`src/hw/rtl/csmh_pkg.sv`:
```
// ----------------------------------------------------------------------------
// csmh_pkg: shared constants and types for the cuboid stacking block
// Defaults for the block parameters, result widths and the command and
// status groups that join the controller and the datapath.
// ----------------------------------------------------------------------------
package csmh_pkg;

  localparam int DEF_MAX_BOXES = 128;
  localparam int DEF_DIM_BITS  = 10;

  localparam int HEIGHT_BITS = 17;
  localparam logic [HEIGHT_BITS-1:0] HEIGHT_MAX = '1;

  // Commands from the controller, one pulse per action
  typedef struct packed {
    logic in_take;    // capture sorted cuboid and last flag
    logic ins_start;  // open insertion at the end of the store
    logic ins_shift;  // move one entry up, step down
    logic ins_put;    // write the new cuboid at the current slot
    logic drop;       // store full: mark overflow
    logic dp_ldi;     // fetch cuboid i
    logic dp_geti;    // latch cuboid i, start scan of earlier entries
    logic dp_scan;    // test one earlier entry
    logic dp_wr;      // store height of cuboid i, update best
    logic emit;       // load result register, open a new data set
  } csmh_cmd_t;

  typedef struct packed {
    logic count_zero;
    logic full;
    logic last_q;
    logic shift_gt;   // fetched entry is greater than the new cuboid
    logic pos_one;
    logic i_zero;
    logic j_last;
    logic i_last;
    logic out_free;
  } csmh_sts_t;

endpackage

```
`src/hw/rtl/csmh_ctrl.sv`:
```
// ----------------------------------------------------------------------------
// csmh_ctrl: controller of the cuboid stacking block
// Sequences sorted insertion into the store and the stacking scan.
// ----------------------------------------------------------------------------
module csmh_ctrl import csmh_pkg::*; (
  input  logic      clk,
  input  logic      rst,
  input  logic      in_valid,
  output logic      in_ready,
  input  csmh_sts_t sts,
  output csmh_cmd_t cmd
);

  typedef enum logic [8:0] {
    S_IDLE  = 9'b000000001,
    S_INS   = 9'b000000010,
    S_SHIFT = 9'b000000100,
    S_PUT   = 9'b000001000,
    S_DPI   = 9'b000010000,
    S_DPG   = 9'b000100000,
    S_DPS   = 9'b001000000,
    S_DPW   = 9'b010000000,
    S_EMIT  = 9'b100000000
  } state_t;

  state_t state, state_next;
  state_t ins_done;

  assign in_ready = (state == S_IDLE);
  assign ins_done = sts.last_q ? S_DPI : S_IDLE;

  always_comb begin
    cmd        = '0;
    state_next = state;
    case (state)
      S_IDLE: begin
        if (in_valid) begin
          cmd.in_take = 1'b1;
          state_next  = S_INS;
        end
      end
      S_INS: begin
        if (sts.full) begin
          cmd.drop   = 1'b1;
          state_next = ins_done;
        end else begin
          cmd.ins_start = 1'b1;
          state_next    = sts.count_zero ? S_PUT : S_SHIFT;
        end
      end
      S_SHIFT: begin
        if (sts.shift_gt) begin
          cmd.ins_shift = 1'b1;
          if (sts.pos_one) state_next = S_PUT;
        end else begin
          cmd.ins_put = 1'b1;
          state_next  = ins_done;
        end
      end
      S_PUT: begin
        cmd.ins_put = 1'b1;
        state_next  = ins_done;
      end
      S_DPI: begin
        cmd.dp_ldi = 1'b1;
        state_next = S_DPG;
      end
      S_DPG: begin
        cmd.dp_geti = 1'b1;
        state_next  = sts.i_zero ? S_DPW : S_DPS;
      end
      S_DPS: begin
        cmd.dp_scan = 1'b1;
        if (sts.j_last) state_next = S_DPW;
      end
      S_DPW: begin
        cmd.dp_wr  = 1'b1;
        state_next = sts.i_last ? S_EMIT : S_DPI;
      end
      S_EMIT: begin
        // hold until the result register is free
        if (sts.out_free) begin
          cmd.emit   = 1'b1;
          state_next = S_IDLE;
        end
      end
      default: state_next = S_IDLE;
    endcase
  end

  always_ff @(posedge clk) begin
    if (rst) state <= S_IDLE;
    else     state <= state_next;
  end

endmodule

```
`config.mk`:
```
export PLATFORM = sky130hd
export DESIGN_NAME = csmh_ctrl
export DESIGN_NICKNAME = d
export VERILOG_FILES = /design/src/hw/rtl/csmh_pkg.sv /design/src/hw/rtl/csmh_ctrl.sv
export SDC_FILE = /design/constraint.sdc
export NUM_CORES = 1
export LEC_CHECK = 0
export ABC_AREA = 1
export BUFFER_PORTS_ARGS = -buffer_cell sky130_fd_sc_hd__buf_2
export CAP_MARGIN = 25
export CORE_UTILIZATION = 55
export CTS_BUF_LIST = sky130_fd_sc_hd__clkbuf_8
export DETAILED_ROUTE_END_ITERATION = 6
export GPL_TIMING_DRIVEN = 0
export PLACE_DENSITY = 0.85
export RECOVER_POWER = 100
export SLEW_MARGIN = 20
export SYNTH_ARGS = -nofsm -noshare
export SYNTH_HDL_FRONTEND = slang
export SYNTH_SLANG_ARGS = --single-unit
```
`constraint.sdc`:
```
create_clock -name clk -period 2.13 [get_ports clk]
set_input_delay 0.426 -clock clk [delete_from_list [all_inputs] [get_ports clk]]
set_output_delay 0.426 -clock clk [all_outputs]
set_load 0.05 [all_outputs]
```
; Word level (Yosys, flattened, before mapping)
; Cells that the tools add are included.
[totals]
reg_bits = 9
latchBits = 0
mem_bits_rw = 0
romBits = 0
input_bits = 12
wordCells = 42
n_memories = 0
[op_classes]
add_sub_neg = 0
mul = 0
div = 0
order_cmp = 0
eq_ne = 13
shift = 0
mux = 27
bitwise_logic = 0
reduce_logical = 1
[op_table]
columns = op, n
row1 = $pmux W9 S9, 1
row2 = $mux W9, 6
row3 = $mux W1, 15
row4 = $mux W5, 2
row5 = $eq A9 B1 Y1 const B, 1
row6 = $eq A9 B2 Y1 const B, 1
row7 = $eq A9 B3 Y1 const B, 1
row8 = $eq A9 B4 Y1 const B, 1
row9 = $eq A9 B5 Y1 const B, 1
row10 = $eq A9 B6 Y1 const B, 1
row11 = $eq A9 B7 Y1 const B, 1
row12 = $eq A9 B8 Y1 const B, 1
row13 = $eq A9 B9 Y1 const B, 1
row14 = $mux W8, 1
row15 = $ne A2 B2 Y1 const B, 3
row16 = $mux W4, 1
row17 = $reduce_and A4 Y1, 1
row18 = $ne A3 B3 Y1 const B, 1
row19 = $pmux W1 S2, 1

; Logic depth before layout (Yosys ltp)
[depth]
depth_word = 3
ltp_mapped = 10
ltp_nobuf = 10

; Worst setup path after synthesis
; No wires, ideal clock.
[synth_timing]
kind = register to output
startpoint = reg state[1]
endpoint = out cmd[0] in the netlist's numbering
arrival_ns = 1.670
t_required_ns = 1.704
setup_slack_ns = 0.034
path_stages_with_launch = 4
cell_sequence = dfxtp_1 > nor2_4 > nand3_1 > nor3_1
[synth_rtl]
columns = item, line
row1 = from (decl), csmh_ctrl.sv:26  ; state_t state, state_next;
row2 = from (signal assigned), csmh_ctrl.sv:93  ; else state <= state_next;
row3 = to (decl), csmh_ctrl.sv:11  ; output csmh_cmd_t cmd

==> metrics.txt <==
compound-cell area share of the yosys netlist=5.582%; max incr delay on CP=0.37 ns; crit end category=primary output; Mapped Nets=153; CTS root buffer=clkbuf_8; commonest non-fill, non-tap cell in the layout=nand2_1; post-route DRC violation count=0; clock latency on the worst-skew pair=0.23 ns; clock tree from TritonCTS=yes; fmax=498.0 MHz; # setup viols final=0; initial DRC count=18; HP Class=primary input to register; crit start category=register; post-synthesis adder-cell area fraction=0%; final core utilization=71.60%; final slew viol count=0; core footprint=0.001318 mm2; most frequent cells in the layout=nand2_1 (33), nor2_1 (29), inv_1 (23); Worst Clk Skew=0.001326 ns; Post-CTS Resized=0; leakage=0.5268 nW; nets@finish=179; vias in the first global route=757; starting density of the core=59.54%; Detailed Routing Iterations Pass 1=4; wire length of the first global-routing pass=3.180 mm; Top reg by flops=state; Post-DP HPWL=1.628 mm; full die area=0.001581 mm2; Clock H-tree levels=1; Cells after Synth=141; outcome=completed; Worst slew margin=77.17%; I/O Pins=23; Vias per Instance=5.271; post-DR wirelength/cell=11.43 um; register area share after synthesis=22.97%; top-area cell type share of the netlist area=22.97%; Overflow after GRT=0; worst vdd ir=0.0003823 V; Worst path slowest cell=dfxtp_1; Synth Cell Area=784.5 um2; GRT Total Usage=31.01%; Largest register FFs=9; Crit path depth=6; R2R setup slack=0.59 ns; Die Height=39.77 um; Simple-Gate Fraction of Synth Area=58.05%; synthesized flop and latch total=9; routability congestion estimate=0.8807; RSZ-0062 raised after global routing=false; biggest regs=state (9); total CTS buffers=3; count of final hold-check violations=0; main combinational cell family by area after synthesis=simple AND/OR/NAND/NOR gates; row count=13; DR vias=954; die width=39.77 um; Syn Area/Cell=5.564 um2; MaxCap Viol Count=0; clk sink count=9; fin crit period=2.008 ns; Worst Setup Path Type=register to primary output; Period Utilization, post-route=94.27%; initial antenna violation count=0; Reg2Reg Depth=8; area leader, netlist=dfxtp_1; synth top area cells=dfxtp_1 (23%), nand2_1 (16%), nor2_1 (13%); Sum Neg Setup Slack=0 ns; Synth Area in XOR/XNOR=0%; Yosys cell types=20; hold_buf cts=0; clock slew seen by the registers of the worst setup and hold paths=0.04 ns; PortBufs=21; mux contribution to synthesized area=0%; CP most frequent cell=nor2_1; Arrival @ worst endpoint=1.58 ns; PD cells=515.0 mW/mm2; Post-Route WL=2.069 mm; crit path max fanout=6; area delta synth->final=20.26%; share of cells above drive strength 1=22.89%; Final Power=0.4858 mW; critical path required time=1.70 ns; # diodes=0; Post-CTS Setup Inserts=0; Worst Max-Slew Pin Slew=0.3425 ns; largest net degree at the start of global routing=10; buffer and inverter count on the worst path=2; Crit path max-delay family=simple AND/OR/NAND/NOR gates; warnings from Yosys=0; CTS Buffer Depth=2; worst-path cell chain=nor2_1 > nand2_2 > nor2_1 > nand2_1 > inv_1 > clkbuf_2; post-route antenna net violation count=0; hold path depth=4
## path summary, 6_finish.rpt
check / endpoint / from
min reg2reg: state[0] / state[0]
max reg2reg: state[3] / state[2]
max: cmd[2] / state[2]
min: state[6] / sts[3]
## per-layer routing
| metal | routed length (um) | GRT usage, % |
|---|---|---|
| met4 | 89 | 17.24 |
| met1 | 923 | 40.07 |
| met5 | 0 | 0 |
| met3 | 107 | 3.977 |
| met2 | 950 | 48.77 |
## cells in the mapped netlist (all sizes together)
| master | instances |
|---|---|
| dfxtp | 9 |
| or2 | 1 |
| nor2 | 34 |
| buf | 1 |
| nand3 | 14 |
| inv | 27 |
| nand4 | 4 |
| nor4 | 1 |
| nor3 | 6 |
| a21oi | 4 |
| nand2 | 36 |
| o21ai | 4 |
## final cells by class
class                           count  area (um2)
Sequential cell                     9       180.2
Fill cell                         116       374.1
Tap cell                           15       18.77
Clock buffer                        3       41.29
Multi-Input combinational cell    104       489.2
Inverter                           27       101.3
Timing Repair Buffer               21       105.1
Clock inverter                      1       3.754
Buffer                              1       3.754
## cells by family (layout without fill, tap and decap cells)
logic type,Yosys count,in the layout
AO/OA/AOI/OAI,8,8
buffers and inverters,28,53
flip-flops,9,9
AND/OR/NAND/NOR,96,96
## power breakdown
group	leakage, nW	total [mW]	switching, mW	internal, mW
clock	0.0269	0.191	0.0658	0.125
sequential	0.0730	0.181	0.00748	0.174
combinational	0.427	0.114	0.0807	0.0329
## stage by stage
step                hold slack, ns  cells  cell area [um2]  worst slack (ns)
floorplan                   0.5708    141            784.5           0.03427
global placement            0.6596    177            908.4            0.4591
detailed placement          0.6695    177            908.4            0.4267
CTS                         0.4582    181            953.4            0.1771
global route                0.4689    181            943.4           0.04609
finish                      0.4567    181            943.4            0.1221
## worst reg2reg max path, stage by stage, from the launching register on
cell     delay (ns)
dfxtp_1        0.37
nor2_1         0.24
nand2_2        0.13
nor2_1         0.15
nand3_1        0.14
nand3_1        0.17
nor2_1         0.08
nand3_1        0.09
nor2_1         0.05
No activity file was read; power rests on OpenSTA's default activity.
